$ cat src/design/trpd_pkg.sv
// ----------------------------------------------------------------------------
// trpd_pkg
// Shared codes, types and helpers for the run-length pixel decoder.
// ----------------------------------------------------------------------------
package trpd_pkg;

    localparam int PALETTE_DEPTH = 256;
    localparam int PAL_AW        = (PALETTE_DEPTH > 1) ? $clog2(PALETTE_DEPTH) : 1;

    // input opcodes
    localparam logic [1:0] OP_STREAM    = 2'd0;
    localparam logic [1:0] OP_PAL_WRITE = 2'd1;
    localparam logic [1:0] OP_RESTART   = 2'd2;

    // pixel formats
    localparam logic [2:0] FMT_INDEXED8  = 3'd0;
    localparam logic [2:0] FMT_RGB555    = 3'd1;
    localparam logic [2:0] FMT_BGR24     = 3'd2;
    localparam logic [2:0] FMT_BGRA32    = 3'd3;
    localparam logic [2:0] FMT_GRAY8     = 3'd4;
    localparam logic [2:0] FMT_GRAY_A16  = 3'd5;

    // configuration register indexes
    localparam logic [1:0] CFG_PIXEL_FORMAT = 2'd0;
    localparam logic [1:0] CFG_IMAGE_WIDTH  = 2'd1;
    localparam logic [1:0] CFG_IMAGE_HEIGHT = 2'd2;

    localparam logic [7:0] ALPHA_OPAQUE = 8'hFF;

    typedef struct packed {
        logic [2:0]  format;
        logic [31:0] total;
    } cfg_t;

    typedef struct packed {
        logic [7:0] blue;
        logic [7:0] green;
        logic [7:0] red;
        logic [7:0] alpha;
        logic [7:0] repeat_count;
        logic       last_pixel;
        logic       run_clipped;
    } pix_t;

    typedef struct packed {
        logic use_pal;
        logic pal_zero;
        pix_t pix;
    } stage_t;

    function automatic logic [2:0] bytes_per_pixel(input logic [2:0] fmt);
        logic [2:0] n;
        unique case (fmt)
            FMT_INDEXED8, FMT_GRAY8:  n = 3'd1;
            FMT_RGB555, FMT_GRAY_A16: n = 3'd2;
            FMT_BGRA32:               n = 3'd4;
            default:                  n = 3'd3;
        endcase
        return n;
    endfunction

endpackage

$ cat src/design/trpd_cfg.sv
// ----------------------------------------------------------------------------
// trpd_cfg
// Configuration registers and the registered pixel total of the image.
// ----------------------------------------------------------------------------
module trpd_cfg (
    input  logic             clk,
    input  logic             rst_n,
    input  logic             wr_en,
    input  logic [1:0]       wr_index,
    input  logic [15:0]      wr_data,
    output trpd_pkg::cfg_t   cfg
);

    logic [2:0]  format_reg;
    logic [15:0] width_reg;
    logic [15:0] height_reg;
    logic [31:0] total_reg;
    logic [31:0] product;

    always_comb
    begin
        if (wr_index == trpd_pkg::CFG_IMAGE_WIDTH)
        begin
            product = {16'd0, wr_data} * {16'd0, height_reg};
        end
        else
        begin
            product = {16'd0, width_reg} * {16'd0, wr_data};
        end
    end

    always_ff @(posedge clk or negedge rst_n)
    begin
        if (!rst_n)
        begin
            format_reg <= trpd_pkg::FMT_BGR24;
            width_reg  <= 16'd1;
            height_reg <= 16'd1;
            total_reg  <= 32'd1;
        end
        else if (wr_en)
        begin
            unique case (wr_index)
                trpd_pkg::CFG_PIXEL_FORMAT:
                begin
                    format_reg <= wr_data[2:0];
                end
                trpd_pkg::CFG_IMAGE_WIDTH:
                begin
                    width_reg <= wr_data;
                    total_reg <= (product == 32'd0) ? 32'd1 : product;
                end
                trpd_pkg::CFG_IMAGE_HEIGHT:
                begin
                    height_reg <= wr_data;
                    total_reg  <= (product == 32'd0) ? 32'd1 : product;
                end
                default:
                begin
                end
            endcase
        end
    end

    assign cfg.format = format_reg;
    assign cfg.total  = total_reg;

endmodule

$ cat config.mk
export PLATFORM = sky130hd
export DESIGN_NAME = trpd_cfg
export DESIGN_NICKNAME = d
export VERILOG_FILES = /design/src/design/trpd_pkg.sv /design/src/design/trpd_cfg.sv
export SDC_FILE = /design/constraint.sdc
export NUM_CORES = 1
export LEC_CHECK = 0
export CAP_MARGIN = 25
export CORE_MARGIN = 10
export CORE_UTILIZATION = 55
export DETAILED_ROUTE_END_ITERATION = 10
export DONT_BUFFER_PORTS = 1
export PLACE_DENSITY = 0.8
export SLEW_MARGIN = 20
export SYNTH_ARGS = -nofsm -noshare
export SYNTH_HDL_FRONTEND = slang
export SYNTH_SLANG_ARGS = --single-unit
$ cat constraint.sdc
create_clock -name clk -period 6.4 [get_ports clk]
set_clock_uncertainty 0.15 [all_clocks]
set_input_delay 1.28 -clock clk [delete_from_list [all_inputs] [get_ports clk]]
set_output_delay 1.28 -clock clk [all_outputs]
set_load 0.01 [all_outputs]
* After elaboration in Yosys (flattened, before gate mapping)
Cells that the tools add are included.
** Storage, ports and cells
- Register bits after elaboration :: 67
- Bits of input ports :: 21
- Output and inout bits :: 35
- Logic and storage cells :: 17
** Cells by class
- Multiply operators :: 2
- Equal/unequal tests :: 2
- Mux-type cells :: 2
- Reductions and logical operators :: 7
** Operators with widths (number)
- 16-bit by 16-bit multiplier with 32-bit output :: 2
- 32-bit 2-to-1 mux :: 2
- 32-bit zero test :: 1
- 2-bit AND reduction :: 4
- 2-bit by 1-bit equality test with 1-bit output (second input constant) :: 1
- 2-bit equality test (second input constant) :: 1
- 2-bit zero test :: 1
- 2-bit OR reduction :: 1

* Logic depth before layout (Yosys ltp)
- Depth in word-level cells :: 4
- Mapped depth :: 26
- Depth with buffers taken out :: 23

* Least setup slack after synthesis
Ideal clock, no wire load.
- Kind :: in2reg
- Start :: input wr_data[2]
- End :: register total_reg[0]
- Setup time :: 62 ps
- Data arrival time :: 7199 ps
- Data required time :: 6188 ps
- Slack :: -1011 ps
- Stages :: 22
- Path buffers :: 3
- Cells stage by stage :: clkbuf_1 clkbuf_1 nand2_1 fa_1 fa_1 inv_1 fa_1 fa_1 fa_1 inv_1 fa_1 inv_1 ha_1 clkbuf_1 nand4_1 or3_1 o211ai_1 xor2_1 or3b_1 a2111oi_2 nand4_1 nand2_1
** Between the ends
- Word-level cells in the longest chain between the ends :: 4
- Elaborated cells on any way between the ends :: 5
- Classes of those cells :: 2 x mul; 2 x mux; 1 x reduce/logical
** RTL lines
- start, declared :: RTL line trpd_cfg.sv:10 : input logic [15:0] wr_data,
- 16-bit by 16-bit multiplier with 32-bit output, on equally long branches :: RTL line trpd_cfg.sv:28, trpd_cfg.sv:24
- 32-bit 2-to-1 mux * :: RTL line trpd_cfg.sv:22 : if (wr_index == trpd_pkg::CFG_IMAGE_WIDTH)
- 32-bit zero test * :: RTL line trpd_cfg.sv:51, trpd_cfg.sv:56
- 32-bit 2-to-1 mux * :: RTL line trpd_cfg.sv:51, trpd_cfg.sv:56
- end signal, assigned :: RTL line trpd_cfg.sv:51 : total_reg <= (product == 32'd0) ? 32'd1 : product;
- end signal, assigned :: RTL line trpd_cfg.sv:56 : total_reg <= (product == 32'd0) ? 32'd1 : product;
- end, declared :: RTL line trpd_cfg.sv:17 : logic [31:0] total_reg;
Every way passes the cells marked *; elsewhere a longest branch is shown, timed or not.
A chain may end at the register's enable or synchronous reset.

* Worst setup path after layout
- Start :: input wr_data[10]
- End :: register total_reg[0]
Same word-level chain as after synthesis.

==> results.txt <==
Worst R2R Start: height_reg[4]
CP Capture Point: total_reg[0]
cell taking the most area after synthesis: fa_1
Layout Nets: 2999
Total GRT Usage: 26.1%
Final Non-Filler Cells: 2845
fillers: 2617
area delta synth->final: 16.3%
root buf cell: clkbuf_16
Mapped Area: 20100 um^2
fin. max-slew vios: 0
Post-CTS Hold Fix Bufs: 0
largest net degree at the start of global routing: 68
yosys warns: 0
Clock Latency Late Sink: 0.37 ns
number of flip-flops under the largest register name: 32
Ant. Diodes: 0
vias per cell: 5.91
relative slew slack: 32.3%
number of global-route vias before repair: 18200
hold crit path type: reg -> reg
Final Core Density: 65.2%
IO buf count: 0
max_cap viols: 0
Top FF cell, synth: dfrtp_1
vias: 16800
post-synthesis register bit count: 67
DRC errors left: 0
ranking of synthesized cells by area: fa_1 39%, ha_1 13%, inv_1 8.1%, dfrtp_1 7.8%, and2_1 7.4%
syn_area_per_cell: 8.95 um^2
Iteration-0 DRC Markers: 1402
fin crit share: 112%
RSZ-0062 raised after global routing: true
failing checks: setup timing
number of synthesized flops with an enable pin: 0
CP Max Fanout: 34
Finish-stage setup viols: 17
Gate Count Post-Synth: 2244
crit path time final: 7.15 ns
routability cong.: 0.976
Crit. End Element: flop
pin slew with the least headroom to its limit: 1.01 ns
core area: 35800 um^2
top cell type's share of synthesized area: 38.7%
CTS HTree Levels: 3
placed cell count: 2802
placed cell area: 22200 um^2
Worst Path Required: 6.56 ns
final hold vios: 0
Post-DP HPWL: 44.5 mm
FMAX: 140 MHz
reg-to-reg endpoint: total_reg[0]
I/O pin count: 56
multi-input logic area: 17300 um^2
TritonRoute pass-1 iters: 5
CTS sink count: 67
number of antenna violations at the first check in global routing: 0
Final Cell Area: 23400 um^2
startpoint class of the critical path: input port
worst reg-to-reg setup slack: -0.46 ns
TritonCTS clock tree: built
register area: 1680 um^2
first-pass GRT wire length: 93.9 mm
GRT overflow: 0
Worst EP arrival: 7.31 ns
Setup crit start: wr_data[10]
die width: 211 um
setup slack after layout: -0.746 ns
top cells by instance count after synthesis: 432 x inv_1, 388 x fa_1, 334 x nand2_1
Async S/R FF share, synth: 100%
DRT antenna net count: 0
sequential-to-total area share from yosys stat: 8.37%
pre-CTS setup slack: -1.06 ns
most common cell in the netlist: inv_1
Max Buffers Root-to-Sink: 2
clock buffer count from CTS: 9
CTS clk-pin slew, worst paths: 0.07 ns
Avg WL per Cell: 20.6 um
syn nets: 2864
status: finished, violations left
WL final: 58.6 mm
num rows: 69
Reg2Reg Depth: 23
die height: 211 um
Crit Path Class: in -> reg
synth unique cells: 69
Die Area: 44600 um^2
Initial Util: 56.1%
share of post-route cells with drive strength above 1: 19.5%
-- final cells by class --
type / instances / area share (%)
Timing Repair Buffer: 239 / 8.03
Inverter: 432 / 6.94
Clock buffer: 9 / 0.963
Multi-Input combinational cell: 1630 / 73.9
Tap cell: 461 / 2.47
Clock inverter: 7 / 0.460
Sequential cell: 67 / 7.20
-- logic make-up (layout without fill, tap and decap cells) --
group	Yosys count	in the layout	share of synthesized area [%]
compound gates	222	222	7.24
xor+xnor	51	51	2.22
fa+ha+maj	599	599	51.8
buf+inv	547	687	10.2
flops	67	67	8.37
mux	54	54	2.93
simple gates	704	704	17.2
-- layout by cell type (no fill, tap or decap), types with 5 or more instances in the layout --
master	instances
ha_1	190
xnor2_1	26
o21ai_1	13
nand4_1	19
mux2_2	35
buf_6	12
o21ai_2	8
and2_1	216
a21o_1	22
inv_2	15
a211oi_1	6
a31oi_1	7
nand3_1	5
a21oi_1	56
fa_2	14
and4_1	5
fa_1	374
mux2i_1	13
buf_4	224
o211ai_1	7
clkbuf_16	9
nor2_1	53
inv_1	417
xnor2_2	6
o21ai_0	17
and2_4	21
nand2_2	5
a21oi_2	17
ha_4	19
nand2b_1	5
a21oi_4	5
a211o_1	5
nand2_1	326
xor2_1	17
and3_1	7
o21a_1	6
dfrtp_1	62
-- worst max-delay path, cell delays in order --
cell,delay [ns]
and2_1,0.17
fa_1,0.53
inv_1,0.06
fa_1,0.47
fa_1,0.50
inv_1,0.06
fa_1,0.51
fa_1,0.53
inv_1,0.06
fa_1,0.47
inv_1,0.06
ha_4,0.32
buf_4,0.14
nand4_1,0.18
a211oi_2,0.33
o2bb2ai_2,0.16
o21ai_2,0.11
xnor2_1,0.17
or2_1,0.24
o32a_1,0.40
nor4_4,0.32
nand4_1,0.13
nand2_1,0.08
-- routing by layer --
metal  global-route usage, %  vias up  wire (um)
met4                    7.69        0       1850
met3                    6.97      199       6530
li1                        -     7163          -
met1                    33.5     8487      22700
met5                       0        -          0
met2                    42.5      966      27500
-- how the worst min path moves through the flow --
stage                    end           from  depth (start not counted)
2_1_floorplan  format_reg[0]  format_reg[0]                          2
3_3_place_gp   format_reg[0]  format_reg[0]                          2
3_5_place_dp   format_reg[0]  format_reg[0]                          2
4_1_cts        format_reg[0]  format_reg[0]                          2
5_1_grt        format_reg[0]  format_reg[0]                          2
6_report       format_reg[0]  format_reg[0]                          2
-- through the flow --
step	setup TNS, ns	hold slack (ns)
2_1_floorplan	-2.47	0.363
3_3_place_gp	-9.18	0.403
3_5_place_dp	-10.31	0.407
4_1_cts	-1.70	0.423
5_1_grt	-6.31	0.439
6_report	-4.09	0.430
-- what timing repair did --
item | CTS | global route
hold endpoints to repair | 0 | 0
setup buffers | 13 | 17
pin swaps | 45 | 62
gates cloned | 0 | 0
gates resized for setup | 63 | 86
endpoints found under the setup margin | 16 | 19
Power is left out: the tool's default activity adds up to more than one toggle a clock period on the data nets, which glitch-free logic cannot reach.
