$ cat config.mk
export PLATFORM = sky130hd
export DESIGN_NAME = trpd_out_queue
export DESIGN_NICKNAME = d
export VERILOG_FILES = /design/src/design/trpd_pkg.sv /design/src/design/trpd_out_queue.sv
export SDC_FILE = /design/constraint.sdc
export NUM_CORES = 1
export LEC_CHECK = 0
export CORE_MARGIN = 8
export CORE_UTILIZATION = 51
export DETAILED_ROUTE_END_ITERATION = 6
export DONT_BUFFER_PORTS = 1
export PLACE_DENSITY_LB_ADDON = 0.2
export SYNTH_ARGS = -nofsm -noshare
export SYNTH_HDL_FRONTEND = slang
export SYNTH_SLANG_ARGS = --single-unit
$ cat constraint.sdc
create_clock -name clk -period 2.9 [get_ports clk]
set_input_delay 0.58 -clock clk [delete_from_list [all_inputs] [get_ports clk]]
set_output_delay 0.58 -clock clk [all_outputs]
set_load 0.05 [all_outputs]
$ cat src/design/trpd_pkg.sv
// ----------------------------------------------------------------------------
// trpd_pkg
// Shared codes, types and helpers for the run-length pixel decoder.
// ----------------------------------------------------------------------------
package trpd_pkg;

    localparam int PALETTE_DEPTH = 256;
    localparam int PAL_AW        = (PALETTE_DEPTH > 1) ? $clog2(PALETTE_DEPTH) : 1;

    // input opcodes
    localparam logic [1:0] OP_STREAM    = 2'd0;
    localparam logic [1:0] OP_PAL_WRITE = 2'd1;
    localparam logic [1:0] OP_RESTART   = 2'd2;

    // pixel formats
    localparam logic [2:0] FMT_INDEXED8  = 3'd0;
    localparam logic [2:0] FMT_RGB555    = 3'd1;
    localparam logic [2:0] FMT_BGR24     = 3'd2;
    localparam logic [2:0] FMT_BGRA32    = 3'd3;
    localparam logic [2:0] FMT_GRAY8     = 3'd4;
    localparam logic [2:0] FMT_GRAY_A16  = 3'd5;

    // configuration register indexes
    localparam logic [1:0] CFG_PIXEL_FORMAT = 2'd0;
    localparam logic [1:0] CFG_IMAGE_WIDTH  = 2'd1;
    localparam logic [1:0] CFG_IMAGE_HEIGHT = 2'd2;

    localparam logic [7:0] ALPHA_OPAQUE = 8'hFF;

    typedef struct packed {
        logic [2:0]  format;
        logic [31:0] total;
    } cfg_t;

    typedef struct packed {
        logic [7:0] blue;
        logic [7:0] green;
        logic [7:0] red;
        logic [7:0] alpha;
        logic [7:0] repeat_count;
        logic       last_pixel;
        logic       run_clipped;
    } pix_t;

    typedef struct packed {
        logic use_pal;
        logic pal_zero;
        pix_t pix;
    } stage_t;

    function automatic logic [2:0] bytes_per_pixel(input logic [2:0] fmt);
        logic [2:0] n;
        unique case (fmt)
            FMT_INDEXED8, FMT_GRAY8:  n = 3'd1;
            FMT_RGB555, FMT_GRAY_A16: n = 3'd2;
            FMT_BGRA32:               n = 3'd4;
            default:                  n = 3'd3;
        endcase
        return n;
    endfunction

endpackage

$ cat src/design/trpd_out_queue.sv
// ----------------------------------------------------------------------------
// trpd_out_queue
// Two-entry result queue between the decoder and the output channel.
// ----------------------------------------------------------------------------
module trpd_out_queue (
    input  logic           clk,
    input  logic           rst_n,
    input  logic           push,
    input  trpd_pkg::pix_t push_data,
    output logic           can_push,
    output logic           out_valid,
    input  logic           out_ready,
    output trpd_pkg::pix_t out_data
);

    trpd_pkg::pix_t entry_reg [2];
    logic       wr_ptr_reg, wr_ptr_next;
    logic       rd_ptr_reg, rd_ptr_next;
    logic [1:0] count_reg, count_next;
    logic       pop;

    assign out_valid = (count_reg != 2'd0);
    assign pop       = out_valid && out_ready;
    assign can_push  = (count_reg != 2'd2) || out_ready;
    assign out_data  = entry_reg[rd_ptr_reg];

    always_comb
    begin
        wr_ptr_next = push ? ~wr_ptr_reg : wr_ptr_reg;
        rd_ptr_next = pop ? ~rd_ptr_reg : rd_ptr_reg;
        count_next  = count_reg;
        if (push && !pop)
        begin
            count_next = count_reg + 2'd1;
        end
        else if (pop && !push)
        begin
            count_next = count_reg - 2'd1;
        end
    end

    always_ff @(posedge clk or negedge rst_n)
    begin
        if (!rst_n)
        begin
            wr_ptr_reg <= 1'b0;
            rd_ptr_reg <= 1'b0;
            count_reg  <= 2'd0;
        end
        else
        begin
            wr_ptr_reg <= wr_ptr_next;
            rd_ptr_reg <= rd_ptr_next;
            count_reg  <= count_next;
        end
    end

    always_ff @(posedge clk)
    begin
        if (push)
        begin
            entry_reg[wr_ptr_reg] <= push_data;
        end
    end

endmodule

# ---- Word level (Yosys, flattened, before mapping)
# Memory sizes are Yosys's and may differ from the RTL's.
# Cells that the tools add are included.
# W data, S select, Z words.
dict set report classes {
  addsub 2
  eq_ne 1
  muxes 4
  n_bitwise 2
  reduce_logical 8
}
# cell count
set op_table {}
lappend op_table {{$mux W2} 2}
lappend op_table {{$reduce_bool A2 Y1} 2}
lappend op_table {{$logic_and A1 B1 Y1} 3}
lappend op_table {{$add A2 B1 Y2 const B} 1}
lappend op_table {{$logic_not A1 Y1} 2}
lappend op_table {{$mux W1} 2}
lappend op_table {{$ne A2 B2 Y1 const B} 1}
lappend op_table {{$not A1 Y1} 2}
lappend op_table {{$sub A2 B1 Y2 const B} 1}
lappend op_table {{$logic_or A1 B1 Y1} 1}
dict set report word_totals {
  ff_bits 4
  ramBits 84
  output_inout_bits 44
  wordCells 21
  memories 1
}
# name words word_bits read_ports rd_clocked_by_memory_dff write_ports line
set memory_table {}
lappend memory_table {entry_reg 2 42 1 0 1 trpd_out_queue.sv:16} ;# trpd_pkg::pix_t entry_reg [2];

# ---- Logic depth before layout (Yosys ltp)
# Gate-level depths: netlist of run 1.
dict set report logic_depth {
  word_depth 5
  ltp_mapped 6
  depth_no_buf 6
}

# ---- Worst setup path before layout of run 1
# Ideal clock, no wire load.
dict set report synth_timing {
  path_type {input -> register}
  start {in push}
  end {mem entry_reg[0][0] in the netlist's numbering (enable)}
  setup_ns 0.446
  arrival_time_ns 2.455
  required_time_ns 2.454
  path_slack_ns -0.001
  cell_stages 1
  path_buffers 0
  path_cell_list {nor2b_1}
}
dict set report synth_via {
  elab_chain_cells 2
}
# element line
set synth_lines {}
lappend synth_lines {{from (decl)} trpd_out_queue.sv:8} ;# input logic push,
lappend synth_lines {{$mux W1} trpd_out_queue.sv:60} ;# if (push)
lappend synth_lines {{$mux W1 (not written as such)} trpd_out_queue.sv:62} ;# entry_reg[wr_ptr_reg] <= push_data;
lappend synth_lines {{to (decl)} trpd_out_queue.sv:16}
# Every way passes these cells.

==> results of run 1 <==
## path summary, 6_finish.rpt
| path | startpoint | to | slack [ns] | cells after the start |
|---|---|---|---|---|
| worst max-delay path | rd_ptr_reg$_DFFE_PN0P_ | out_data[3] | 0.52 | 2 |
| worst min-delay path | push_data[27] | entry_reg[0][27]$_DFFE_PP_ | 0.33 | 0 |
| worst max register to register | count_reg[0]$_DFFE_PN0P_ | count_reg[1]$_DFFE_PN0P_ | 1.12 | 6 |
| worst min register to register | count_reg[1]$_DFFE_PN0P_ | count_reg[1]$_DFFE_PN0P_ | 0.52 | 1 |
| max in group asynchronous | rst_n | rd_ptr_reg$_DFFE_PN0P_ | 2.20 | 1 |
| min in group asynchronous | rst_n | wr_ptr_reg$_DFFE_PN0P_ | 0.51 | 1 |
## per-layer routing
layer | vias up | part of all wire
met5 | - | 0
li1 | 589 | -
met1 | 649 | 0.33
met4 | 0 | 0.014
met3 | 7 | 0.13
met2 | 55 | 0.52
## through the flow
step | area, um^2 | setup slack, ns
finish | 3670 | 0.523
global route | 3670 | 0.428
CTS | 3670 | 0.481
detailed placement | 3490 | 0.858
global placement | 3490 | 0.895
floorplan | 3430 | 0.781
## kinds of logic (layout without fill, tap and decap cells)
kind of cell             after synthesis  after routing  share of synthesized area
XOR/XNOR                               5              5                     0.0128
adder cells (fa/ha/maj)                1              1                    0.00365
buffers and inverters                  5             20                     0.0267
flip-flops                            88             88                      0.766
multiplexers                          42             42                      0.181
AND/OR/NAND/NOR                        6              6                     0.0102
## cell usage after synthesis (2+ instances only)
| cell | instances |
|---|---|
| dfrtp_1 | 4 |
| mux2_2 | 3 |
| edfxtp_1 | 84 |
| xnor2_1 | 2 |
| mux2_4 | 39 |
| xor2_1 | 3 |
| buf_12 | 4 |
## where the power goes
group	total [mW]	leakage [nW]	switching [mW]	internal, mW
clock	0.763	0.0868	0.373	0.390
combinational	1.84	0.406	1.30	0.538
sequential	1.83	0.834	0.143	1.69
## worst max-delay path, delay by kind of cell, from the launching register on
family                 cells  cell delay, ns
muxes                      1            0.41
buffers and inverters      1            0.31
DFF                        1            0.73
## layout make-up
| type | count | area (um^2) |
|---|---|---|
| repair buffers | 5 | 52.6 |
| multi-input cells | 54 | 719 |
| fillers | 496 | 2970 |
| clock buffers | 11 | 131 |
| flip-flops and latches | 88 | 2620 |
| clock inverters | 4 | 46.3 |
| well taps | 80 | 100 |
==> impl_metrics.json, run 1 <==
{
  "wl_per_cell_um": 22.8,
  "fin_nets": 205,
  "n_antenna_cell": 0,
  "cts_made_buffers": 9,
  "setup_violations": 0,
  "dp.cells": 226,
  "leakage_nw": 1.33,
  "coreArea_um2": 6640,
  "end_kind": "output pin",
  "grt_use_total": 0.117,
  "status": "finished clean",
  "drive_gt1_frac": 0.383,
  "synthCells": 147,
  "antenna_found_initial": 0,
  "grt_pass1_wl_mm": 8.22,
  "cts_max_level": 3,
  "hp-class": "input port to register",
  "io_pins": 90,
  "netlist_area_um2": 3420,
  "largest_reg_flops": 84,
  "p_total_mw": 4.43,
  "grt_pass1_vias": 1445,
  "final_antenna_net_count": 0,
  "cts_tree": "built",
  "crit_chain": "buf_12 > mux2_4",
  "crit_path_max_incr_delay_ns": 0.73,
  "crit_type": "register to output pin",
  "clock-root-buffer": "clkbuf_8",
  "die_x_um": 97.9,
  "yosys.area.top_type_share": 0.737,
  "cts.repair.resized": 0,
  "hold_buffers": 1,
  "clkTransAtPathRegs_ns": 0.08,
  "layout_commonest_cell": "edfxtp_1",
  "die_y_um": 97.9,
  "grt_use_met3": 0.0718,
  "whs_ns": 0.334,
  "synth-main-ff-cell": "edfxtp_1",
  "path_max_fanout": 26,
  "met1_usage": 0.108,
  "relSlewSlack": 0.629,
  "synth_warnings": 0,
  "hold_violations": 0,
  "clock_latency_ns": 0.33,
  "worstMarginPinSlew_ns": 0.556,
  "final_cell_count_no_fill": 242,
  "drt_iter0_drc": 41,
  "wirelength_mm": 5.51,
  "gp_congestion": 0.665,
  "synth_area_per_cell_um2": 23.3,
  "gr-total-overflow": 0,
  "port_buffers": 0,
  "die_area_um2": 9590,
  "rows": 30,
  "fin_util": 0.553,
  "maxSlewViolCount": 0,
  "gr-usage-met2": 0.197,
  "yosysTopAreaCell": "edfxtp_1",
  "layout_min_cycle_time_ns": 2.38,
  "clock_skew_ns": 0.00742,
  "rsz0062_at_grt": "false",
  "post_cts_buffers": 0,
  "synth_cell_type_count": 15,
  "mostFrequentLayoutCells": "edfxtp_1, mux2_4, clkbuf_8",
  "syn_to_final_growth_pct": 7.27,
  "slowest_stage": "dfrtp_2",
  "cts_sinks": 88,
  "ys_ff_latch": 88,
  "timing.final.crit_share": 0.820,
  "synth_fp_nets": 194,
  "maxCapViolations": 0,
  "tns_ns": 0,
  "critPathArrivalTime_ns": 1.80,
  "num_vias": 1300,
  "required_ns": 2.32,
  "synthArstFlopShare": 0.0455,
  "p_per_area_nw_per_um2": 1210,
  "ys_seq_area_frac": 0.766,
  "grt_start_max_net_pins": 27,
  "drt_pass1_iterations": 4,
  "grt-busiest-layer": "met2",
  "ir_drop_mv": 0.540,
  "viasPerCell": 5.37,
  "fmax_mhz": 421,
  "drc_errors": 0,
  "dp_hpwl_mm": 3.95,
  "synth.area.top_cells": "edfxtp_1, mux2_4, dfrtp_1",
  "synth-edff-count": 84,
  "initial_core_util": 0.515,
  "cts_buffer_depth": 2,
  "start_kind": "register"
}
Power figures use the tool's default switching activity.
==> run 2, diff against run 1 <==
==> constraint.sdc (replaced) <==
create_clock -name clk -period 2.4 [get_ports clk]
set_input_delay 0.48 -clock clk [delete_from_list [all_inputs] [get_ports clk]]
set_output_delay 0.48 -clock clk [all_outputs]
set_load 0.05 [all_outputs]
==> run 2 against run 1 <==
Sequential cell count unchanged. Register-to-register slack worse by 0.48 ns. Sequential share of layout area down 0.94 points. Critical path depth unchanged. Wire length down 2.3%. Total power up 24%. First-iteration DRC count up 41%. Die area unchanged. Final area up 1.3%. Non-clock buffer count up 2. Sequential power up 20%. Global-route usage down 0.22 points.
==> impl_metrics.json, run 2 (same netlist as run 1, synthesis figures left out) <==
{
  "hold_violations": 0,
  "layout_commonest_cell": "edfxtp_1",
  "wl_per_cell_um": 22.0,
  "final_antenna_net_count": 0,
  "grt_pass1_vias": 1429,
  "cts_buffer_depth": 2,
  "die_y_um": 97.9,
  "drive_gt1_frac": 0.400,
  "gr-total-overflow": 0,
  "cts_sinks": 88,
  "clock_latency_ns": 0.34,
  "wirelength_mm": 5.38,
  "fmax_mhz": 463,
  "design_area_um2": 3720,
  "clock_skew_ns": 0.00635,
  "antenna_found_initial": 0,
  "switching_share": 0.401,
  "p_per_area_nw_per_um2": 1480,
  "dp.cells": 228,
  "tns_ns": 0,
  "combinationalPowerShare": 0.409,
  "grt_pass1_wl_mm": 8.12,
  "n_fill_cell": 491,
  "drc_errors": 0,
  "clock-root-buffer": "clkbuf_8",
  "ir_drop_mv": 0.959,
  "maxSlewViolCount": 0,
  "clkTransAtPathRegs_ns": 0.08,
  "cts_tree": "built",
  "num_vias": 1291,
  "hp-class": "input port to register",
  "die_x_um": 97.9,
  "cts_max_level": 3,
  "die_area_um2": 9590,
  "io_pins": 90,
  "largest_reg_flops": 84,
  "status": "finished clean",
  "leakage_nw": 1.35,
  "relSlewSlack": 0.627,
  "dp_hpwl_mm": 3.91,
  "mostFrequentLayoutCells": "edfxtp_1, mux2_4, clkbuf_8",
  "initial_core_util": 0.515,
  "final_cell_count_no_fill": 245,
  "cts_made_buffers": 9,
  "fin_nets": 207,
  "grt_start_max_net_pins": 27,
  "intPower_mw": 3.29,
  "maxCapViolations": 0,
  "cts.repair.resized": 0,
  "critPathArrivalTime_ns": 1.68,
  "port_buffers": 0,
  "rsz0062_at_grt": "false",
  "gp_congestion": 0.631,
  "drt_pass1_iterations": 4,
  "layout_min_cycle_time_ns": 2.16,
  "rows": 30,
  "viasPerCell": 5.27,
  "crit_type": "register to output pin",
  "end_kind": "output pin",
  "timing.final.crit_share": 0.901,
  "start_kind": "register",
  "pwr-share-clk": 0.192,
  "fin_util": 0.560,
  "p_sw_mw": 2.20,
  "grt_use_total": 0.115,
  "worstMarginPinSlew_ns": 0.558,
  "coreArea_um2": 6640,
  "path_max_fanout": 12,
  "required_ns": 1.92,
  "n_antenna_cell": 0,
  "seqPwrFrac": 0.398,
  "syn_to_final_growth_pct": 8.70,
  "setup_violations": 0,
  "drt_iter0_drc": 58,
  "placed_area_um2": 3500
}
## run 2: changes by cell type in the layout (fill, tap and decap cells not counted), sizes merged
cell | before | now
buf | 4 | 6
bufinv | 1 | 2
clkbuf | 11 | 10
clkinvlp | 1 | 2
## run 2: path summary, 6_finish.rpt
check	startpoint	cells past startpoint	slack, ns	endpoint
max	rd_ptr_reg$_DFFE_PN0P_	2	0.24	out_data[35]
min	push	1	0.22	wr_ptr_reg$_DFFE_PN0P_
max reg2reg	count_reg[0]$_DFFE_PN0P_	6	0.64	count_reg[1]$_DFFE_PN0P_
min reg2reg	count_reg[1]$_DFFE_PN0P_	1	0.50	count_reg[1]$_DFFE_PN0P_
max in group asynchronous	rst_n	1	1.81	rd_ptr_reg$_DFFE_PN0P_
min in group asynchronous	rst_n	1	0.40	rd_ptr_reg$_DFFE_PN0P_
## run 2: power groups by stage
stage / Combinational (mW) / Clock, mW / Sequential (mW)
6_report: 2.25 / 1.06 / 2.19
5_1_grt: 2.34 / 1.14 / 2.22
4_1_cts: 2.29 / 1.09 / 2.19
3_5_place_dp: 2.28 / 0 / 2.23
3_3_place_gp: 2.26 / 0 / 2.20
2_1_floorplan: 2.23 / 0 / 2.15
## run 2: what timing repair did
item                      4_1_cts  5_1_grt
hold buffers                    1        0
buffers inserted                0        0
hold endpoints to repair        4        0
## run 2: worst max-delay path: stages (launching register included)
cell and delay [ns]:
dfrtp_2 0.60, buf_4 0.26, mux2_2 0.48
## run 2: final cells by class
class	instances	area (um^2)	share of cell area
tap	80	100	0.0269
sequential	88	2620	0.705
multi-input combinational	54	719	0.193
clock buffer	10	128	0.0343
clock inverter	6	83.8	0.0225
timing repair buffer	7	67.6	0.0182
## run 2: per-stage QoR
stage               setup WS [ns]  hold slack, ns  power (mW)
floorplan                   0.381           0.184        4.38
global placement            0.617           0.185        4.46
detailed placement          0.593           0.185        4.51
CTS                         0.202           0.201        5.57
global route                0.161           0.200        5.70
finish                      0.238           0.221        5.49
## run 2: per-layer routing
layer  track usage  part of all wire  vias to the layer above
li1              -                 -                      599
met1         0.107              0.34                      626
met2         0.193              0.52                       53
met3        0.0640              0.11                       13
met4        0.0719             0.022                        0
met5             0                 0                        -
