===== src/design/trpd_pkg.sv =====
// ----------------------------------------------------------------------------
// trpd_pkg
// Shared codes, types and helpers for the run-length pixel decoder.
// ----------------------------------------------------------------------------
package trpd_pkg;

    localparam int PALETTE_DEPTH = 256;
    localparam int PAL_AW        = (PALETTE_DEPTH > 1) ? $clog2(PALETTE_DEPTH) : 1;

    // input opcodes
    localparam logic [1:0] OP_STREAM    = 2'd0;
    localparam logic [1:0] OP_PAL_WRITE = 2'd1;
    localparam logic [1:0] OP_RESTART   = 2'd2;

    // pixel formats
    localparam logic [2:0] FMT_INDEXED8  = 3'd0;
    localparam logic [2:0] FMT_RGB555    = 3'd1;
    localparam logic [2:0] FMT_BGR24     = 3'd2;
    localparam logic [2:0] FMT_BGRA32    = 3'd3;
    localparam logic [2:0] FMT_GRAY8     = 3'd4;
    localparam logic [2:0] FMT_GRAY_A16  = 3'd5;

    // configuration register indexes
    localparam logic [1:0] CFG_PIXEL_FORMAT = 2'd0;
    localparam logic [1:0] CFG_IMAGE_WIDTH  = 2'd1;
    localparam logic [1:0] CFG_IMAGE_HEIGHT = 2'd2;

    localparam logic [7:0] ALPHA_OPAQUE = 8'hFF;

    typedef struct packed {
        logic [2:0]  format;
        logic [31:0] total;
    } cfg_t;

    typedef struct packed {
        logic [7:0] blue;
        logic [7:0] green;
        logic [7:0] red;
        logic [7:0] alpha;
        logic [7:0] repeat_count;
        logic       last_pixel;
        logic       run_clipped;
    } pix_t;

    typedef struct packed {
        logic use_pal;
        logic pal_zero;
        pix_t pix;
    } stage_t;

    function automatic logic [2:0] bytes_per_pixel(input logic [2:0] fmt);
        logic [2:0] n;
        unique case (fmt)
            FMT_INDEXED8, FMT_GRAY8:  n = 3'd1;
            FMT_RGB555, FMT_GRAY_A16: n = 3'd2;
            FMT_BGRA32:               n = 3'd4;
            default:                  n = 3'd3;
        endcase
        return n;
    endfunction

endpackage


===== src/design/trpd_parser.sv =====
// ----------------------------------------------------------------------------
// trpd_parser
// Packet and pixel state; turns each accepted byte into at most one pixel.
// ----------------------------------------------------------------------------
module trpd_parser (
    input  logic                        clk,
    input  logic                        rst_n,
    input  logic                        fire,
    input  logic [1:0]                  opcode,
    input  logic [7:0]                  data_byte,
    input  trpd_pkg::cfg_t              cfg,
    input  logic                        push,
    output logic                        stage_valid,
    output trpd_pkg::stage_t            stage,
    output logic [trpd_pkg::PAL_AW-1:0] pal_rd_addr
);

    logic        expect_hdr_reg, expect_hdr_next;
    logic        is_repeat_reg, is_repeat_next;
    logic [7:0]  pkt_left_reg, pkt_left_next;
    logic [1:0]  byte_idx_reg, byte_idx_next;
    logic [31:0] asm_reg, asm_next;
    logic [31:0] img_left_reg, img_left_next;
    logic        clipped_reg, clipped_next;
    logic        valid_reg, valid_next;
    trpd_pkg::stage_t stage_reg, stage_next;

    logic [31:0] asm_new;
    logic [2:0]  idx_inc;
    logic [7:0]  hdr_count;
    logic [31:0] img_eff;
    logic        hdr_clip;
    logic [7:0]  used;
    logic [31:0] img_rem;
    logic [7:0]  b0, b1, b2, b3;
    logic [15:0] c555;
    logic        produce;

    always_comb
    begin
        unique case (byte_idx_reg)
            2'd0:    asm_new = asm_reg | {24'd0, data_byte};
            2'd1:    asm_new = asm_reg | {16'd0, data_byte, 8'd0};
            2'd2:    asm_new = asm_reg | {8'd0, data_byte, 16'd0};
            default: asm_new = asm_reg | {data_byte, 24'd0};
        endcase
        b0      = asm_new[7:0];
        b1      = asm_new[15:8];
        b2      = asm_new[23:16];
        b3      = asm_new[31:24];
        c555    = asm_new[15:0];
        idx_inc = {1'b0, byte_idx_reg} + 3'd1;

        hdr_count = {1'b0, data_byte[6:0]} + 8'd1;
        img_eff   = (img_left_reg == 32'd0) ? cfg.total : img_left_reg;
        hdr_clip  = {24'd0, hdr_count} > img_eff;

        used    = is_repeat_reg ? pkt_left_reg : 8'd1;
        img_rem = ({24'd0, used} >= img_left_reg) ? 32'd0 : img_left_reg - {24'd0, used};

        expect_hdr_next = expect_hdr_reg;
        is_repeat_next  = is_repeat_reg;
        pkt_left_next   = pkt_left_reg;
        byte_idx_next   = byte_idx_reg;
        asm_next        = asm_reg;
        img_left_next   = img_left_reg;
        clipped_next    = clipped_reg;
        stage_next      = stage_reg;
        produce         = 1'b0;

        // pixel conversion, file byte order
        stage_next.use_pal  = 1'b0;
        stage_next.pal_zero = {1'b0, b0} >= 9'(trpd_pkg::PALETTE_DEPTH);
        stage_next.pix.alpha = trpd_pkg::ALPHA_OPAQUE;
        unique case (cfg.format)
            trpd_pkg::FMT_INDEXED8:
            begin
                stage_next.use_pal   = 1'b1;
                stage_next.pix.blue  = 8'd0;
                stage_next.pix.green = 8'd0;
                stage_next.pix.red   = 8'd0;
            end
            trpd_pkg::FMT_RGB555:
            begin
                stage_next.pix.red   = {c555[14:10], 3'd0};
                stage_next.pix.green = {c555[9:5], 3'd0};
                stage_next.pix.blue  = {c555[4:0], 3'd0};
            end
            trpd_pkg::FMT_BGRA32:
            begin
                stage_next.pix.blue  = b0;
                stage_next.pix.green = b1;
                stage_next.pix.red   = b2;
                stage_next.pix.alpha = b3;
            end
            trpd_pkg::FMT_GRAY8:
            begin
                stage_next.pix.blue  = b0;
                stage_next.pix.green = b0;
                stage_next.pix.red   = b0;
            end
            trpd_pkg::FMT_GRAY_A16:
            begin
                stage_next.pix.blue  = b0;
                stage_next.pix.green = b0;
                stage_next.pix.red   = b0;
                stage_next.pix.alpha = b1;
            end
            default:
            begin
                stage_next.pix.blue  = b0;
                stage_next.pix.green = b1;
                stage_next.pix.red   = b2;
            end
        endcase
        stage_next.pix.repeat_count = used;
        stage_next.pix.last_pixel   = (img_rem == 32'd0);
        stage_next.pix.run_clipped  = clipped_reg;

        if (fire)
        begin
            case (opcode)
                trpd_pkg::OP_RESTART:
                begin
                    expect_hdr_next = 1'b1;
                    is_repeat_next  = 1'b0;
                    pkt_left_next   = 8'd0;
                    byte_idx_next   = 2'd0;
                    asm_next        = 32'd0;
                    clipped_next    = 1'b0;
                    img_left_next   = cfg.total;
                end
                trpd_pkg::OP_STREAM:
                begin
                    if (expect_hdr_reg)
                    begin
                        img_left_next   = img_eff;
                        clipped_next    = hdr_clip;
                        pkt_left_next   = hdr_clip ? img_eff[7:0] : hdr_count;
                        is_repeat_next  = data_byte[7];
                        byte_idx_next   = 2'd0;
                        asm_next        = 32'd0;
                        expect_hdr_next = 1'b0;
                    end
                    else if (idx_inc < trpd_pkg::bytes_per_pixel(cfg.format))
                    begin
                        asm_next      = asm_new;
                        byte_idx_next = idx_inc[1:0];
                    end
                    else
                    begin
                        produce       = 1'b1;
                        asm_next      = 32'd0;
                        byte_idx_next = 2'd0;
                        pkt_left_next = pkt_left_reg - used;
                        img_left_next = img_rem;
                        if (img_rem == 32'd0)
                        begin
                            expect_hdr_next = 1'b1;
                            is_repeat_next  = 1'b0;
                            pkt_left_next   = 8'd0;
                            clipped_next    = 1'b0;
                        end
                        else if (pkt_left_reg == used)
                        begin
                            expect_hdr_next = 1'b1;
                            clipped_next    = 1'b0;
                        end
                    end
                end
                default:
                begin
                end
            endcase
        end

        if (fire)
        begin
            valid_next = produce;
        end
        else if (push)
        begin
            valid_next = 1'b0;
        end
        else
        begin
            valid_next = valid_reg;
        end
    end

    always_ff @(posedge clk or negedge rst_n)
    begin
        if (!rst_n)
        begin
            expect_hdr_reg <= 1'b1;
            is_repeat_reg  <= 1'b0;
            pkt_left_reg   <= 8'd0;
            byte_idx_reg   <= 2'd0;
            asm_reg        <= 32'd0;
            img_left_reg   <= 32'd0;
            clipped_reg    <= 1'b0;
            valid_reg      <= 1'b0;
        end
        else
        begin
            expect_hdr_reg <= expect_hdr_next;
            is_repeat_reg  <= is_repeat_next;
            pkt_left_reg   <= pkt_left_next;
            byte_idx_reg   <= byte_idx_next;
            asm_reg        <= asm_next;
            img_left_reg   <= img_left_next;
            clipped_reg    <= clipped_next;
            valid_reg      <= valid_next;
        end
    end

    always_ff @(posedge clk)
    begin
        if (fire && produce)
        begin
            stage_reg <= stage_next;
        end
    end

    assign stage_valid = valid_reg;
    assign stage       = stage_reg;
    assign pal_rd_addr = asm_new[trpd_pkg::PAL_AW-1:0];

endmodule


===== config.mk =====
export PLATFORM = sky130hd
export DESIGN_NAME = trpd_parser
export DESIGN_NICKNAME = d
export VERILOG_FILES = /design/src/design/trpd_pkg.sv /design/src/design/trpd_parser.sv
export SDC_FILE = /design/constraint.sdc
export NUM_CORES = 1
export LEC_CHECK = 0
export ABC_AREA = 1
export BUFFER_PORTS_ARGS = -buffer_cell sky130_fd_sc_hd__buf_2
export CORE_MARGIN = 2
export CORE_UTILIZATION = 30
export CTS_CLUSTER_SIZE = 24
export DETAILED_ROUTE_END_ITERATION = 10
export HOLD_SLACK_MARGIN = 0.15
export PLACE_DENSITY = 0.57
export SLEW_MARGIN = 20
export SYNTH_ARGS = -nofsm -noshare
export SYNTH_HDL_FRONTEND = slang
export SYNTH_SLANG_ARGS = --single-unit

===== constraint.sdc =====
create_clock -name clk -period 10.6 [get_ports clk]
set_clock_uncertainty 0.15 [all_clocks]
set_input_delay 0.53 -clock clk [delete_from_list [all_inputs] [get_ports clk]]
set_output_delay 0.53 -clock clk [all_outputs]
set_load 0.05 [all_outputs]

# Yosys cells after proc, flatten, opt, wreduce, memory -nomap -nowiden
# Index checks and enable logic that the tools add are counted.
# Widths: inputs -> output; s select.
[word_totals]
wordCells = 98
reg_bits = 121
[op_classes]
mux = 45
n_reduce_logical = 15
eq_ne = 11
n_bitwise = 4
magnitude_cmp = 3
n_addsub = 4
[ops]
columns = ["op", "n"]
rows = [
  ["$mux 32", 6],
  ["$pmux 32 s2", 2],
  ["$pmux 32 s3", 1],
  ["$pmux 24 s3", 1],
  ["$logic_not 32->1", 2],
  ["$mux 8", 5],
  ["$ge 8x32->1", 1],
  ["$gt 8x32->1", 1],
  ["$or 32x16->32", 1],
  ["$or 32x24->32", 1],
  ["$or 32x32->32", 1],
  ["$or 32x8->32", 1],
  ["$pmux 8 s2", 2],
  ["$sub 32x8->32", 1],
  ["$mux 1", 18],
  ["$mux 3", 3],
  ["$pmux 3 s3", 1],
  ["$add 7x1->8 const B", 1],
  ["$eq 8x8->1", 1],
  ["$reduce_and 4->1", 2],
  ["$sub 8x8->8", 1],
  ["$eq 3x3->1 const B", 2],
  ["$ne 3x3->1 const B", 2],
  ["$pmux 1 s2", 3],
  ["other kinds (16)", 22],
]

# Depth between registers and ports, before layout
[depth]
word_depth = 12
mapped_depth = 25
mapped_depth_nobuf = 24

# Worst setup path after synthesis
# No wires, ideal clock.
[synth_timing]
path_type = "input to register"
startpoint = "input cfg[33] (netlist bit)"
endpoint = "register stage_reg (netlist bit stage[0]), enable pin"
cell_stages = 11
setup_time_ns = 0.444
path_slack_ns = 6.471
arrival_time_ns = 3.535
required_ns = 10.006
cell_sequence = "buf_1 inv_2 nand2_1 nand2_1 ha_1 nand3_1 nand2_1 inv_1 nor2_1 inv_1 nor2_1"
[synth_via]
elab_chain_len = 12
elab_cells_between_ends = 17
classes_between = "order compare (1); eq/ne (4); mux (8); reduce/logical (4)"
[synth_rtl]
columns = ["item", "line_no", "text"]
rows = [
  ["start: declaration", "trpd_parser.sv:11", "input trpd_pkg::cfg_t cfg,"],
  ["$eq 3x1->1, or another cell as far along", "trpd_pkg.sv:53", "unique case (fmt)"],
  ["$reduce_or 2->1", "trpd_pkg.sv:53", ""],
  ["$pmux 3 s3 *", "trpd_pkg.sv:53", ""],
  ["$mux 3 *", "trpd_parser.sv:135", "if (expect_hdr_reg)"],
  ["$mux 3 *", "trpd_parser.sv:122", "case (opcode)"],
  ["$mux 3 *", "trpd_parser.sv:120", "if (fire)"],
  ["$lt 3x3->1 *", "trpd_parser.sv:145", "else if (idx_inc < trpd_pkg::bytes_per_pixel(cfg.format))"],
  ["$mux 1 *", "trpd_parser.sv:145", ""],
  ["$mux 1 *", "trpd_parser.sv:135", ""],
  ["$mux 1 *", "trpd_parser.sv:122", ""],
  ["$mux 1 *", "trpd_parser.sv:120", ""],
  ["$logic_and 1x1->1 *", "trpd_parser.sv:219", "if (fire && produce)"],
  ["end signal: assignment", "trpd_parser.sv:221", "stage_reg <= stage_next;"],
  ["end: declaration", "trpd_parser.sv:26", "trpd_pkg::stage_t stage_reg, stage_next;"],
]
# Every way passes the cells marked *; elsewhere a longest branch is shown, timed or not. The select of a mux whose other input is x is not followed.
# A chain may end at the register's enable or synchronous reset.

# Final worst setup path
[layout_timing]
startpoint = "input opcode[1]"
endpoint = "register img_left_reg[5]"
[layout_via]
elab_chain_len = 3
elab_cells_between_ends = 6
classes_between = "eq/ne (2); mux (1); reduce/logical (3)"
[layout_rtl]
columns = ["item", "line_no", "text"]
rows = [
  ["start: declaration", "trpd_parser.sv:9", "input logic [1:0] opcode,"],
  ["$logic_not 2->1 or $eq 2x2->1 (tied branches)", "trpd_parser.sv:122", ""],
  ["$ne 3x3->1 (no source line) or $reduce_bool 2->1 (tied branches)", "n/a", ""],
  ["$reduce_and 3->1 (no source line)", "n/a", ""],
  ["end signal: assignment", "trpd_parser.sv:211", "img_left_reg <= img_left_next;"],
  ["end: declaration", "trpd_parser.sv:23", "logic [31:0] img_left_reg, img_left_next;"],
]
# Parallel ways exist; a longest one is shown, timed or not.

==> summary.md <==
| Metric | Value |
|---|---|
| Maximum vdd drop | 106 µV |
| Fin. max-slew vios | 0 |
| Seq cells post-synth | 121 |
| Via count | 8530 |
| Largest family of logic cells by synthesized area | simple AND/OR/NAND/NOR gates |
| Crit. End Element | flip-flop |
| Die Span Y | 174 µm |
| Largest stage delay, worst path | 800 ps |
| WP data required | 10750 ps |
| FF+latch area | 3240 µm² |
| Remaining Overflow, GRT | 0 |
| PwrDens | 158 nW/µm² |
| First-pass DRT Iterations | 5 |
| Die Area | 30200 µm² |
| First-pass GRT wire length | 44300 µm |
| Core area | 28500 µm² |
| Wirelength, routed | 28100 µm |
| Final nets | 1382 |
| DRC Markers | 0 |
| Area of the multi-input gates | 4490 µm² |
| Fmax | 0.217 GHz |
| Crit path max fanout | 52 |
| Fin crit period | 4600 ps |
| Final Hold Slack | 233 ps |
| I/O Buffers | 100 |
| CP cell instances | buf_2 -> nor2_2 -> inv_2 -> nor2_2 -> inv_1 -> nor2_4 -> inv_2 -> nand2_2 -> inv_2 -> o22ai_1 -> inv_1 |
| CP arrival | 4750 ps |
| Clock buffer count from CTS | 17 |
| Global-route usage over all layers | 0.186 |
| Row count | 62 |
| Hold Vio Cnt, Final | 0 |
| Placed cells | 1670 |
| Unrepaired setup endpoints after global routing | no |
| Max-cap violations | 0 |
| Fraction of registers with async set/reset | 0.645 |
| Slew @ Worst Pin | 1010 ps |
| Leak | 4.81 nW |
| Number of global-route vias before repair | 7894 |
| Synth Net Count | 1302 |
| Worst hold path type | primary input to flip-flop |
| Max FFs per register | 43 |
| Routability cong. | 0.908 |
| CTS tree | built |
| CP most frequent cell | inv_2 |
| Post-route setup TNS | 0 ps |
| Ports | 102 |
| Post-Syn Instances | 1226 |
| Sequential fraction of the synthesis area | 0.375 |
| Fillers | 3134 |
| Root Buffer | clkbuf_16 |
| Syn. warnings | 0 |
| EDFF count, synth | 43 |
| DRT antenna net count | 0 |
| Top_reg_cell synth | dfrtp_1 |
| Die Wd | 174 µm |
| Initial DRC count | 634 |
| Wire per inst | 16.5 µm |
| Clock transition at path regs | 70 ps |
| HPWL after detailed placement | 21300 µm |
| Share of cells above drive strength 1 | 0.147 |
| Complex-gate fraction of the synthesized area | 0.149 |
| CTS sink cnt | 121 |
| Final core occ | 0.353 |
| Post-synthesis cell type count | 46 |
| Synth Cell Area | 8660 µm² |
| Final period util | 0.434 |
| Slowest CP cell | nand2_2 |
| Starting density of the core | 0.303 |
| Slew headroom | 0.325 |
| Post-Synth Simple-Gate Area | 0.313 |
| Skew-Pair Late Insertion Delay | 420 ps |
| Initial antenna violation count | 0 |
| Mux cell area share after synthesis | 0 |
| Largest net degree at the start of global routing | 68 |
| Post-synthesis area per instance | 7.07 µm² |
| XOR/XNOR Fraction of Synth Area | 0.0152 |
| Overall power | 1.59 mW |
| Layout area overhead | 16.2% |
| Vias per cell | 5.01 |
| H-tree Lvls | 4 |
| CTS max path bufs | 2 |
| # setup viols final | 0 |
| Synth Area in Adders | 0.0399 |
| Crit Path Class | primary input to flip-flop |
| Status | finished clean |
| N_diodes | 0 |
| Post-CTS Setup Inserts | 0 |
| CP startpoint kind | primary input |
| Layout Cells excl Fill | 1703 |
==> cells in the mapped netlist (all sizes together) (2+ instances only) <==
cell,count,area [µm²]
nand2,318,1240
inv,187,702
nand3,137,731
nor2,124,559
o21ai,88,444
dfrtp,77,1930
a21oi,58,305
edfxtp,43,1290
o22ai,36,225
ha,26,325
buf,24,154
clkbuf,21,78.8
nand4,17,106
xor2,15,131
o211ai,14,105
a221oi,6,52.6
nor3,6,30.0
o221ai,5,43.8
a22oi,4,30.0
a2bb2oi,3,26.3
o21a,3,22.5
nor4,2,12.5
or2,2,12.5
==> critical path, delay by kind of cell <==
family,cells,cell delay [ps]
simple gates,4,2130
compound gates,1,290
buf+inv,6,1760
==> layout by cell type (no fill, tap or decap), drive strengths merged, types with 14 or more instances in the layout <==
cell type  count
dfrtp         77
a21oi         58
nor2         124
o22ai         36
o21ai         88
ha            26
o211ai        14
nand4         17
nand3        137
nand2        318
inv          197
clkbuf        17
buf          105
xor2          15
edfxtp        43
==> worst paths after layout <==
check	start	endpoint	slack, ps	depth (start not counted)
hold reg to reg	asm_reg[5]	asm_reg[5]	320	2
setup / recovery	opcode[1]	img_left_reg[5]	6000	11
setup reg to reg	is_repeat_reg	pkt_left_reg[5]	6310	21
min in group asynchronous	rst_n	img_left_reg[21]	360	2
max in group asynchronous	rst_n	asm_reg[13]	8800	3
hold / removal	push	stage_valid	230	4
==> through the flow <==
step | setup WS (ps) | area, µm²
3_5_place_dp | 5580 | 9480
6_report | 6000 | 10100
3_3_place_gp | 5730 | 9450
5_1_grt | 5620 | 10100
4_1_cts | 6010 | 10100
2_1_floorplan | 6470 | 8660
==> area by class of cell <==
type | count | share of cell area
clock inverters | 15 | 0.0150
repair buffers | 106 | 0.0567
flip-flops and latches | 121 | 0.322
multi-input cells | 872 | 0.446
inverters | 188 | 0.0701
well taps | 384 | 0.0477
clock buffers | 17 | 0.0423
==> repair_timing <==
item / in CTS / in global routing
hold buffers: 1 / 0
endpoints found under the hold margin: 15 / 0
resized for setup: 0 / 0
==> kinds of logic after synthesis <==
kind of cell / after synthesis
XOR/XNOR: 15
adder cells (fa/ha/maj): 27
AO/OA/AOI/OAI: 221
flip-flops: 121
buffers and inverters: 233
AND/OR/NAND/NOR: 608
other: 1
==> routing by layer <==
layer,part of all wire,vias up,GRT usage,wire (µm)
met1,0.46,3964,0.265,13000
met3,0.066,28,0.0271,1870
met4,0.018,0,0.0501,507
met5,0,-,0,0
li1,-,4212,-,-
met2,0.45,326,0.295,12700
==> where the power goes <==
group / total (mW) / leakage, nW / switching [mW] / internal (mW)
clock network: 0.577 / 0.280 / 0.262 / 0.315
logic: 0.446 / 3.13 / 0.311 / 0.135
registers: 0.566 / 1.40 / 0.0443 / 0.522
total: 1.59 / 4.81 / 0.617 / 0.972
(Power assumes the default switching activity.)
